===== src/hw/rtl/bgd_pkg.sv =====
// Shared types, phase and event codes for the button gesture detector.
// No dependencies; imported by bgd_step, button_gesture_detector_top and tb_top.
`timescale 1ns / 1ps

package bgd_pkg;

  localparam int NumButtons = 8;

  localparam int IdxW     = 3;
  localparam int StampW   = 32;
  localparam int LimitW   = 16;
  localparam int CfgIdxW  = 8;
  localparam int CfgDataW = 16;
  localparam int PhaseW   = 3;
  localparam int KindW    = 2;

  // Configuration register indexes
  localparam logic [CfgIdxW-1:0] CfgDebounce   = CfgIdxW'(0);
  localparam logic [CfgIdxW-1:0] CfgLongPress  = CfgIdxW'(1);
  localparam logic [CfgIdxW-1:0] CfgDoubleWin  = CfgIdxW'(2);

  localparam logic [LimitW-1:0] DebounceRst   = LimitW'(20);
  localparam logic [LimitW-1:0] LongPressRst  = LimitW'(800);
  localparam logic [LimitW-1:0] DoubleWinRst  = LimitW'(300);

  // Gesture phases
  localparam logic [PhaseW-1:0] PhIdle  = 3'd0;
  localparam logic [PhaseW-1:0] PhDeb   = 3'd1;
  localparam logic [PhaseW-1:0] PhHeld  = 3'd2;
  localparam logic [PhaseW-1:0] PhWait  = 3'd3;
  localparam logic [PhaseW-1:0] PhDeb2  = 3'd4;
  localparam logic [PhaseW-1:0] PhHeld2 = 3'd5;
  localparam logic [PhaseW-1:0] PhLong  = 3'd6;

  // Event kinds
  localparam logic [KindW-1:0] EvLongStart   = 2'd0;
  localparam logic [KindW-1:0] EvShort       = 2'd1;
  localparam logic [KindW-1:0] EvDouble      = 2'd2;
  localparam logic [KindW-1:0] EvLongRelease = 2'd3;

  typedef struct packed {
    logic [IdxW-1:0]   button_index;
    logic              pressed;
    logic [StampW-1:0] now_ms;
  } in_item_t;

  typedef struct packed {
    logic [IdxW-1:0]  event_button;
    logic [KindW-1:0] event_kind;
  } out_item_t;

  typedef struct packed {
    logic [PhaseW-1:0] phase;
    logic [StampW-1:0] press_stamp;
    logic [StampW-1:0] release_stamp;
  } rec_t;

  typedef struct packed {
    logic [LimitW-1:0] debounce_time;
    logic [LimitW-1:0] long_press_time;
    logic [LimitW-1:0] double_window_time;
  } cfg_t;

  typedef struct packed {
    logic             ev_valid;
    logic [KindW-1:0] ev_kind;
  } step_res_t;

endpackage


===== src/hw/rtl/bgd_step.sv =====
// Per-button gesture update: next record and optional event from one poll.
// Depends on bgd_pkg for record, config and result types and codes.
`timescale 1ns / 1ps

module bgd_step import bgd_pkg::*; (
  input  rec_t             cur_i,
  input  logic             pressed_i,
  input  logic [StampW-1:0] now_i,
  input  cfg_t             cfg_i,
  output rec_t             nxt_o,
  output step_res_t        res_o
);

  logic [StampW-1:0] press_el;
  logic [StampW-1:0] release_el;
  logic              deb_done;
  logic              long_done;
  logic              win_done;

  // wrapping elapsed time since each stamp
  assign press_el   = now_i - cur_i.press_stamp;
  assign release_el = now_i - cur_i.release_stamp;
  assign deb_done   = press_el >= {{(StampW-LimitW){1'b0}}, cfg_i.debounce_time};
  assign long_done  = press_el >= {{(StampW-LimitW){1'b0}}, cfg_i.long_press_time};
  assign win_done   = release_el >= {{(StampW-LimitW){1'b0}}, cfg_i.double_window_time};

  always_comb begin
    nxt_o          = cur_i;
    res_o.ev_valid = 1'b0;
    res_o.ev_kind  = EvLongStart;
    unique case (cur_i.phase)
      PhIdle: begin
        if (pressed_i) begin
          nxt_o.phase       = PhDeb;
          nxt_o.press_stamp = now_i;
        end
      end
      PhDeb: begin
        if (deb_done) begin
          if (pressed_i) begin
            nxt_o.phase       = PhHeld;
            nxt_o.press_stamp = now_i;
          end else begin
            nxt_o.phase = PhIdle;
          end
        end
      end
      PhHeld: begin
        if (!pressed_i) begin
          nxt_o.phase         = PhWait;
          nxt_o.release_stamp = now_i;
        end else if (long_done) begin
          nxt_o.phase    = PhLong;
          res_o.ev_valid = 1'b1;
          res_o.ev_kind  = EvLongStart;
        end
      end
      PhWait: begin
        if (pressed_i) begin
          nxt_o.phase       = PhDeb2;
          nxt_o.press_stamp = now_i;
        end else if (win_done) begin
          nxt_o.phase    = PhIdle;
          res_o.ev_valid = 1'b1;
          res_o.ev_kind  = EvShort;
        end
      end
      PhDeb2: begin
        if (deb_done) begin
          if (pressed_i) begin
            nxt_o.phase       = PhHeld2;
            nxt_o.press_stamp = now_i;
          end else begin
            nxt_o.phase         = PhWait;
            nxt_o.release_stamp = now_i;
          end
        end
      end
      PhHeld2: begin
        if (!pressed_i) begin
          nxt_o.phase    = PhIdle;
          res_o.ev_valid = 1'b1;
          res_o.ev_kind  = EvDouble;
        end
      end
      PhLong: begin
        if (!pressed_i) begin
          nxt_o.phase    = PhIdle;
          res_o.ev_valid = 1'b1;
          res_o.ev_kind  = EvLongRelease;
        end
      end
      default: begin
        // unused phase code falls back to idle
        nxt_o.phase = PhIdle;
      end
    endcase
  end

endmodule


===== src/hw/rtl/button_gesture_detector_top.sv =====
// Button gesture detector top level: record memory, pipeline and config registers.
// Depends on bgd_pkg and bgd_step.
`timescale 1ns / 1ps

// Takes one poll item per cycle, except while stalled. Each button's record (phase, press
// stamp, release stamp) lives in a synchronous memory: the read is issued when an
// item is accepted; the update is computed and written back as it leaves stage 1.
// A poll of the same button in the following cycle takes the record from the
// last-write register instead of the memory. Events are held in an output register
// until taken; input is stalled only while a pending event cannot enter a full,
// stalled output register. After reset every record reads as idle with zero
// stamps through per-entry valid bits, so no clearing pass is needed. Polls of
// buttons at or above NUM_BUTTONS are accepted and dropped.
module button_gesture_detector_top import bgd_pkg::*; #(
  parameter int NUM_BUTTONS = NumButtons
) (
  input  logic                clk_i,
  input  logic                rst_ni,
  input  logic                in_valid_i,
  output logic                in_stall_o,
  input  in_item_t            in_item_i,
  output logic                out_valid_o,
  input  logic                out_stall_i,
  output out_item_t           out_item_o,
  input  logic                cfg_valid_i,
  output logic                cfg_ready_o,
  input  logic [CfgIdxW-1:0]  cfg_index_i,
  input  logic [CfgDataW-1:0] cfg_data_i
);

  localparam int AddrW = (NUM_BUTTONS > 1) ? $clog2(NUM_BUTTONS) : 1;

  cfg_t cfg_q;

  rec_t mem_q [NUM_BUTTONS];
  rec_t rd_rec_q;
  logic [NUM_BUTTONS-1:0] ent_vld_q;

  logic             in_acc;
  logic             in_range;
  logic [AddrW+IdxW-1:0] addr_ext;
  logic [AddrW-1:0] rd_addr;

  logic             s1_valid_q;
  in_item_t         s1_item_q;
  logic [AddrW-1:0] s1_addr_q;
  logic             s1_inr_q;
  logic             rd_vld_q;
  logic             s1_fire;

  logic             wr_vld_q;
  logic [AddrW-1:0] wr_addr_q;
  rec_t             wr_rec_q;

  rec_t             cur_rec;
  rec_t             nxt_rec;
  step_res_t        res;
  logic             ev;
  logic             wr_en;

  logic             out_valid_q;
  out_item_t        out_item_q;

  // ---------------- configuration ----------------
  assign cfg_ready_o = 1'b1;

  always_ff @(posedge clk_i or negedge rst_ni) begin
    if (!rst_ni) begin
      cfg_q.debounce_time      <= DebounceRst;
      cfg_q.long_press_time    <= LongPressRst;
      cfg_q.double_window_time <= DoubleWinRst;
    end else if (cfg_valid_i) begin
      unique case (cfg_index_i)
        CfgDebounce:  cfg_q.debounce_time      <= cfg_data_i;
        CfgLongPress: cfg_q.long_press_time    <= cfg_data_i;
        CfgDoubleWin: cfg_q.double_window_time <= cfg_data_i;
        default: ;
      endcase
    end
  end

  // ---------------- stage 0: accept and read ----------------
  assign in_acc   = in_valid_i & ~in_stall_o;
  assign addr_ext = {{AddrW{1'b0}}, in_item_i.button_index};
  assign rd_addr  = addr_ext[AddrW-1:0];
  assign in_range = ({29'd0, in_item_i.button_index} < 32'(NUM_BUTTONS));

  always_ff @(posedge clk_i) begin
    if (in_acc && in_range) begin
      rd_rec_q <= mem_q[rd_addr];
    end
    if (wr_en) begin
      mem_q[s1_addr_q] <= nxt_rec;
    end
  end

  always_ff @(posedge clk_i or negedge rst_ni) begin
    if (!rst_ni) begin
      s1_valid_q <= 1'b0;
      s1_inr_q   <= 1'b0;
      rd_vld_q   <= 1'b0;
      ent_vld_q  <= '0;
      wr_vld_q   <= 1'b0;
    end else begin
      if (in_acc) begin
        s1_valid_q <= 1'b1;
        s1_inr_q   <= in_range;
        rd_vld_q   <= in_range & ent_vld_q[rd_addr];
      end else if (s1_fire) begin
        s1_valid_q <= 1'b0;
      end
      if (wr_en) begin
        ent_vld_q[s1_addr_q] <= 1'b1;
        wr_vld_q             <= 1'b1;
      end
    end
  end

  always_ff @(posedge clk_i) begin
    if (in_acc) begin
      s1_item_q <= in_item_i;
      s1_addr_q <= rd_addr;
    end
    if (wr_en) begin
      wr_addr_q <= s1_addr_q;
      wr_rec_q  <= nxt_rec;
    end
  end

  // ---------------- stage 1: modify and write back ----------------
  // forward the last write when it hit the entry just read
  always_comb begin
    if (wr_vld_q && (wr_addr_q == s1_addr_q)) begin
      cur_rec = wr_rec_q;
    end else if (rd_vld_q) begin
      cur_rec = rd_rec_q;
    end else begin
      cur_rec = '0;
    end
  end

  bgd_step u_step (
    .cur_i     (cur_rec),
    .pressed_i (s1_item_q.pressed),
    .now_i     (s1_item_q.now_ms),
    .cfg_i     (cfg_q),
    .nxt_o     (nxt_rec),
    .res_o     (res)
  );

  assign ev         = s1_inr_q & res.ev_valid;
  assign s1_fire    = s1_valid_q & (~ev | ~out_valid_q | ~out_stall_i);
  assign wr_en      = s1_fire & s1_inr_q;
  assign in_stall_o = s1_valid_q & ~s1_fire;

  // ---------------- output register ----------------
  always_ff @(posedge clk_i or negedge rst_ni) begin
    if (!rst_ni) begin
      out_valid_q <= 1'b0;
    end else if (s1_fire && ev) begin
      out_valid_q <= 1'b1;
    end else if (!out_stall_i) begin
      out_valid_q <= 1'b0;
    end
  end

  always_ff @(posedge clk_i) begin
    if (s1_fire && ev) begin
      out_item_q.event_button <= s1_item_q.button_index;
      out_item_q.event_kind   <= res.ev_kind;
    end
  end

  assign out_valid_o = out_valid_q;
  assign out_item_o  = out_item_q;

endmodule


===== config.mk =====
export PLATFORM = sky130hd
export DESIGN_NAME = button_gesture_detector_top
export DESIGN_NICKNAME = d
export VERILOG_FILES = /design/src/hw/rtl/bgd_pkg.sv /design/src/hw/rtl/bgd_step.sv /design/src/hw/rtl/button_gesture_detector_top.sv
export SDC_FILE = /design/constraint.sdc
export NUM_CORES = 1
export LEC_CHECK = 0
export BUFFER_PORTS_ARGS = -buffer_cell sky130_fd_sc_hd__buf_2
export CAP_MARGIN = 20
export CORE_ASPECT_RATIO = 1.1
export CORE_MARGIN = 5
export CORE_UTILIZATION = 45
export DETAILED_ROUTE_END_ITERATION = 16
export GPL_TIMING_DRIVEN = 0
export PLACE_DENSITY_LB_ADDON = 0.12
export RECOVER_POWER = 50
export SYNTH_ARGS = -nofsm -noshare
export SYNTH_HDL_FRONTEND = slang
export SYNTH_SLANG_ARGS = --single-unit

===== constraint.sdc =====
create_clock -name clk_i -period 16 [get_ports clk_i]
set_clock_uncertainty 0.15 [all_clocks]
set_input_delay 0.8 -clock clk_i [delete_from_list [all_inputs] [get_ports clk_i]]
set_output_delay 0.8 -clock clk_i [all_outputs]
set_load 0.03 [all_outputs]

# ---- Word level (Yosys, flattened, before mapping)
# Memory sizes are Yosys's and may differ from the RTL's. A register that Yosys moved wholly into a read port is not among the register bits.
# Index checks and enable logic that the tools add are counted.
dict set report word_totals {
  regBits 172
  ram_bits 536
  in_bits 65
  output_inout_bits 8
  elab_cells 94
  memories 1
}
# memory words width rd rd_ports_with_merged_regs wr line_no
set mem_list {}
lappend mem_list {mem_q 8 67 1 1 1 button_gesture_detector_top.sv:35} ;# rec_t mem_q [NUM_BUTTONS];
dict set report classes {
  add_sub_neg 2
  order_cmp 6
  eq_ne 10
  muxes 34
  bitwise_logic 13
  reduce_logical 10
}
# operator n
set op_table {}
lappend op_table {{two-way mux 67 bit} 3}
lappend op_table {{case mux 32 bit (4 select lines)} 1}
lappend op_table {{greater-or-equal comparator 32 x 16 -> 1 bit} 3}
lappend op_table {{two-way mux 35 bit} 2}
lappend op_table {{two-way mux 32 bit} 2}
lappend op_table {{case mux 32 bit (2 select lines)} 1}
lappend op_table {{subtractor 32 bit} 2}
lappend op_table {{two-way mux 3 bit} 12}
lappend op_table {{case mux 3 bit (6 select lines)} 1}
lappend op_table {{case mux 3 bit (4 select lines)} 1}
lappend op_table {{equality test 3 bit, second input constant} 3}
lappend op_table {{equality test 8 x 1 -> 1 bit, second input constant} 1}
lappend op_table {{equality test 8 x 2 -> 1 bit, second input constant} 1}
lappend op_table {{zero test 8 bit} 1}
lappend op_table {{< comparator 3 x 4 -> 1 bit, second input constant} 2}
lappend op_table {{two-way mux 1 bit} 8}
lappend op_table {{OR 8 bit} 1}
lappend op_table {{equality test 3 x 2 -> 1 bit, second input constant} 2}
lappend op_table {{AND reduction 2 bit} 3}
lappend op_table {{AND 1 bit} 5}
lappend op_table {{inverter 1 bit} 5}
lappend op_table {{binary-select mux 1 bit (select 3 bit)} 1}
lappend op_table {{demux 1 bit (select 3 bit)} 1}
lappend op_table {{equality test 3 x 1 -> 1 bit, second input constant} 1}
lappend op_table {{other kinds (9)} 12}

# ---- Depth between registers and ports, before layout
dict set report logic_depth {
  depth_word 18
  depth_mapped 34
  ltp_nobuf 28
}

# ---- Hierarchy
# Synthesis repeated with hierarchy kept, for this count alone.
dict set report unflattened {
  cells_unflattened 2409
  hier_area_um2 36322.3
}
# mod instances cells_per_inst area_each_um2 seq_area_each_um2
set modules_own_cells {}
lappend modules_own_cells {button_gesture_detector_top 1 1342 29178.0 22978.3}
lappend modules_own_cells {bgd_step 1 1067 7144.4 0.0}

# ---- Worst setup path after synthesis
# Ideal clock, no wire load.
dict set report synth_path {
  path_kind {reg-to-reg}
  from {reg s1_addr_q[2]}
  to {mem mem_q[2][0] in the netlist's numbering, enable pin}
  setup_ns 0.657
  arrival_ns 12.555
  setup_slack_ns 2.638
  path_stages_with_launch 34
  n_path_buf 5
  synth_period_minus_slack_ns 13.362
  cell_sequence {edfxtp_1 > buf_6 > xor2_2 > nor4_4 > buf_4 > buf_4 > buf_2 > clkbuf_1 > nand2_1 > nand2_1 > ha_1 > nand2b_1 > o41ai_1 > o22ai_1 > maj3_1 > nor3b_1 > a211oi_4 > o21ai_0 > maj3_1 > a41oi_1 > xnor2_1 > ha_1 > nand4_1 > nor2_1 > a21oi_1 > o211a_1 > o2111ai_1 > a311oi_1 > nand3_1 > nor4bb_1 > and4b_4 > or4_4 > a21oi_4 > nor4_1}
}
dict set report synth_between {
  elab_chain_cells 16
}
# element line_no
set synth_lines {}
lappend synth_lines {{from (decl)} button_gesture_detector_top.sv:46} ;# logic [AddrW-1:0] s1_addr_q;
lappend synth_lines {{from (signal assigned)} button_gesture_detector_top.sv:122} ;# s1_addr_q <= rd_addr;
lappend synth_lines {{equality test 3 bit} button_gesture_detector_top.sv:133} ;# if (wr_vld_q && (wr_addr_q == s1_addr_q)) begin
lappend synth_lines {{logical AND 1 bit} button_gesture_detector_top.sv:133}
lappend synth_lines {{two-way mux 67 bit} button_gesture_detector_top.sv:133}
lappend synth_lines {{subtractor 32 bit (on tied branches)} {bgd_step.sv:22, bgd_step.sv:21}}
lappend synth_lines {{greater-or-equal comparator 32 x 16 -> 1 bit (on tied branches)} {bgd_step.sv:25, bgd_step.sv:24}}
lappend synth_lines {{two-way mux 3 bit (on tied branches)} {bgd_step.sv:62, bgd_step.sv:52}}
lappend synth_lines {{two-way mux 3 bit (on tied branches)} {bgd_step.sv:59, bgd_step.sv:49}}
lappend synth_lines {{case mux 3 bit (4 select lines)} bgd_step.sv:31} ;# unique case (cur_i.phase)
lappend synth_lines {{AND 1 bit} button_gesture_detector_top.sv:151} ;# assign ev = s1_inr_q & res.ev_valid;
lappend synth_lines {{inverter 1 bit} button_gesture_detector_top.sv:152} ;# assign s1_fire = s1_valid_q & (~ev | ~out_valid_q | ~out_stall_i);
lappend synth_lines {{OR 1 bit (2 in a row)} button_gesture_detector_top.sv:152}
lappend synth_lines {{AND 1 bit} button_gesture_detector_top.sv:152}
lappend synth_lines {{AND 1 bit} button_gesture_detector_top.sv:153} ;# assign wr_en = s1_fire & s1_inr_q;
lappend synth_lines {{two-way mux 1 bit} button_gesture_detector_top.sv:92} ;# if (wr_en) begin
lappend synth_lines {{two-way mux 1 bit (implied by the code)} button_gesture_detector_top.sv:93} ;# mem_q[s1_addr_q] <= nxt_rec;
lappend synth_lines {{to (decl)} button_gesture_detector_top.sv:35}
# Several ways; a longest one is shown, not always the timed one.

# ---- Worst setup path after layout
dict set report layout_path {
  from {reg rd_vld_q}
  to {mem mem_q[3][12] in the netlist's numbering, enable pin}
}
dict set report layout_between {
  elab_chain_cells 15
}
# element line_no
set layout_lines {}
lappend layout_lines {{from (decl)} button_gesture_detector_top.sv:48} ;# logic rd_vld_q;
lappend layout_lines {{from (signal assigned)} button_gesture_detector_top.sv:108} ;# rd_vld_q <= in_range & ent_vld_q[rd_addr];
lappend layout_lines {{two-way mux 67 bit *} button_gesture_detector_top.sv:135} ;# end else if (rd_vld_q) begin
lappend layout_lines {{two-way mux 67 bit *} button_gesture_detector_top.sv:133}
lappend layout_lines {{subtractor 32 bit (on tied branches)} {bgd_step.sv:22, bgd_step.sv:21}}
lappend layout_lines {{greater-or-equal comparator 32 x 16 -> 1 bit (on tied branches)} {bgd_step.sv:25, bgd_step.sv:24}}
lappend layout_lines {{two-way mux 3 bit (on tied branches)} {bgd_step.sv:62, bgd_step.sv:52}}
lappend layout_lines {{two-way mux 3 bit (on tied branches)} {bgd_step.sv:59, bgd_step.sv:49}}
lappend layout_lines {{case mux 3 bit (4 select lines) *} bgd_step.sv:31}
lappend layout_lines {{AND 1 bit *} button_gesture_detector_top.sv:151}
lappend layout_lines {{inverter 1 bit *} button_gesture_detector_top.sv:152}
lappend layout_lines {{OR 1 bit * (2 in a row)} button_gesture_detector_top.sv:152}
lappend layout_lines {{AND 1 bit *} button_gesture_detector_top.sv:152}
lappend layout_lines {{AND 1 bit *} button_gesture_detector_top.sv:153}
lappend layout_lines {{two-way mux 1 bit *} button_gesture_detector_top.sv:92}
lappend layout_lines {{two-way mux 1 bit (implied by the code) *} button_gesture_detector_top.sv:93}
# Mark *: on every way between the ends. The rest lies on a longest branch, timed or not.

==> impl_metrics.json <==
{
  "ys_seq_area_share_pct": 62.9,
  "drt_wl_total_mm": 106,
  "gp_congestion": 0.932,
  "ant_nets": 0,
  "post-route-cell-area_mm2": 0.0413,
  "rsz0062_at_grt": "false",
  "crit_type": "flop to flop",
  "grt_pass1_wl_mm": 155,
  "p_total_uw": 5440,
  "placed_area_mm2": 0.0390,
  "dpl.cell_count": 3608,
  "netlist_top_cells_area": "edfxtp_1 (59%), mux4_2 (8.4%), dfrtp_1 (3.6%), mux2_2 (3.2%), ha_1 (3.1%)",
  "drc": 0,
  "crit_top_cell": "clkbuf_1",
  "num_rows": 109,
  "grt_max_degree": 62,
  "io_pins": 73,
  "grt.total_usage_pct": 24.2,
  "dieArea_mm2": 0.0869,
  "antenna_found_initial": 1,
  "cts_root_buf": "clkbuf_16",
  "slew_headroom_pct": -149,
  "final_cell_mix": "edfxtp_1 (714), clkbuf_1 (157), mux4_2 (136)",
  "synth_area_mm2": 0.0365,
  "hold_violations": 0,
  "first_global_vias": 23002,
  "htree_levels": 3,
  "setup_tns_ns": 0,
  "numPortBuffers": 71,
  "synth_edf_count": 714,
  "clk_latency_ns": 0.65,
  "peakVddDrop_mv": 0.0875,
  "via_per_inst": 6.02,
  "start_kind": "flop",
  "routedWlPerCell_um": 28.2,
  "final_nets": 2800,
  "cts_made_buffers": 82,
  "dp_hpwl_mm": 78.5,
  "syn-num-nets": 2581,
  "worstPathArrival_ns": 13.27,
  "post_cts_buffers": 0,
  "finalSetupViolCount": 0,
  "synthCells": 2426,
  "critical_path.slowest_cell": "clkbuf_1",
  "yosys.area.top_type": "edfxtp_1",
  "final_core_util_pct": 51.4,
  "cts_buffer_depth": 3,
  "async_flop_share_pct": 7.87,
  "cp.required_ns": 16.08,
  "drv_slew": 208,
  "drive_gt1_share_pct": 18.5,
  "fin_crit_sh_pct": 82.4,
  "cts.hold.buffers_added": 0,
  "clk_pin_slew_worst_paths_ns": 0.06,
  "vias": 22653,
  "syn2layout_area_growth_pct": 13.3,
  "maxClockFrequency_ghz": 0.0758,
  "die_w_um": 282,
  "dr.pass1.iters": 6,
  "ys.flop_type": "edfxtp_1",
  "worst_pin_slew_ns": 3.73,
  "avgSynthCellArea_um2": 15.0,
  "failed_checks": "capacitance limit, slew limit",
  "yosys_warnings": 0,
  "synth_cell_types": 94,
  "period_needed_ns": 13.19,
  "outcome": "finished, violations left",
  "ctsResizeCount": 0,
  "max_stage_delay_ns": 1.30,
  "power.density_mw_per_mm2": 132,
  "synth-seq-cells": 775,
  "stdcell_count": 3766,
  "final_common_cell": "edfxtp_1",
  "max_cap_violations": 10,
  "dieHeight_um": 309,
  "cts_tree": "done",
  "core_mm2": 0.0805,
  "p_leak_uw": 0.0144,
  "start_util_pct": 45.4,
  "cp-end-kind": "flop",
  "grt_overflow_total": 0,
  "clock-sinks": 775,
  "synth_top_area_share_pct": 58.7,
  "path_max_fanout": 19,
  "drtIter0Drc": 1936,
  "hold_path.class": "input pin to flop"
}
[cells by family after synthesis]
logic type	share of synthesized area, %
multiplexers	14.1
adder cells (fa/ha/maj)	3.30
AND/OR/NAND/NOR	6.57
XOR/XNOR	1.82
flip-flops	62.9
AO/OA/AOI/OAI	8.71
buffers and inverters	2.57
other	0.0103
[power by group]
group | switching [uW] | internal [uW]
clock network | 790 | 1050
logic | 741 | 381
registers | 49.0 | 2420
total | 1580 | 3860
[stage by stage]
stage,setup slack (ns),hold WS (ns)
final,2.81,0.173
after global routing,2.13,0.152
after CTS,4.53,0.132
after detailed placement,4.54,0.299
after global placement,-7.70,0.295
after floorplan,2.64,0.276
[final timing paths]
| kind | startpoint | end | slack [ns] | cells after the start |
|---|---|---|---|---|
| max reg2reg | rd_vld_q | mem_q[3][12] | 2.81 | 33 |
| min | in_item_i[5] | s1_item_q[5] | 0.17 | 1 |
| max | rd_vld_q | mem_q[3][12] | 2.81 | 33 |
| min reg2reg | ent_vld_q[2] | ent_vld_q[2] | 0.31 | 2 |
| min in group asynchronous | rst_ni | cfg_q[16] | 1.28 | 1 |
| max in group asynchronous | rst_ni | ent_vld_q[6] | 12.31 | 1 |
[cells in the mapped netlist, drive strengths merged (25+ instances only)]
cell	instances
edfxtp	714
mux4	136
a21oi	128
nand2	125
inv	108
mux2	107
ha	90
mux2i	86
clkbuf	84
o21ai	77
nor2	75
xnor2	56
and3	53
dfrtp	52
a21o	43
buf	37
nand4	32
nor3	29
nand3	26
and2	25
[final cells by class]
| cell class | count | area (um^2) |
|---|---|---|
| Clock inverter | 41 | 382 |
| Multi-Input combinational cell | 1419 | 12500 |
| Inverter | 111 | 417 |
| Timing Repair Buffer | 135 | 1020 |
| Sequential cell | 775 | 23000 |
| Fill cell | 6738 | 39100 |
| Buffer | 121 | 485 |
| Clock buffer | 108 | 2200 |
| Tap cell | 1054 | 1320 |
| Antenna cell | 2 | 5.00 |
[flip-flops by register name, indices dropped and copies added, names as in the netlist]
signal	count
mem_q	536
wr_vld_q	1
s1_addr_q	3
ent_vld_q	8
s1_valid_q	1
rd_rec_q	67
wr_rec_q	67
out_item_o	5
cfg_q	48
rd_vld_q	1
s1_inr_q	1
s1_item_q	33
wr_addr_q	3
out_valid_o	1
[worst max-delay path: cells and delay by family, from the launching register on]
family,cells,cell delay [ns]
XOR/XNOR,1,0.17
AO/OA/AOI/OAI,10,2.77
AND/OR/NAND/NOR,11,3.00
adder cells (fa/ha/maj),4,1.39
buffers and inverters,7,4.59
flip-flops,1,0.66
[per-layer routing]
layer  part of all wire (%)  routed length (um)  track usage (%)
met5                      0                   0                0
met4                    2.6                2790             7.01
met3                    6.1                6450             2.92
met2                     47               50200             39.3
met1                     44               46800             34.9
Power figures use the tool's default switching activity.
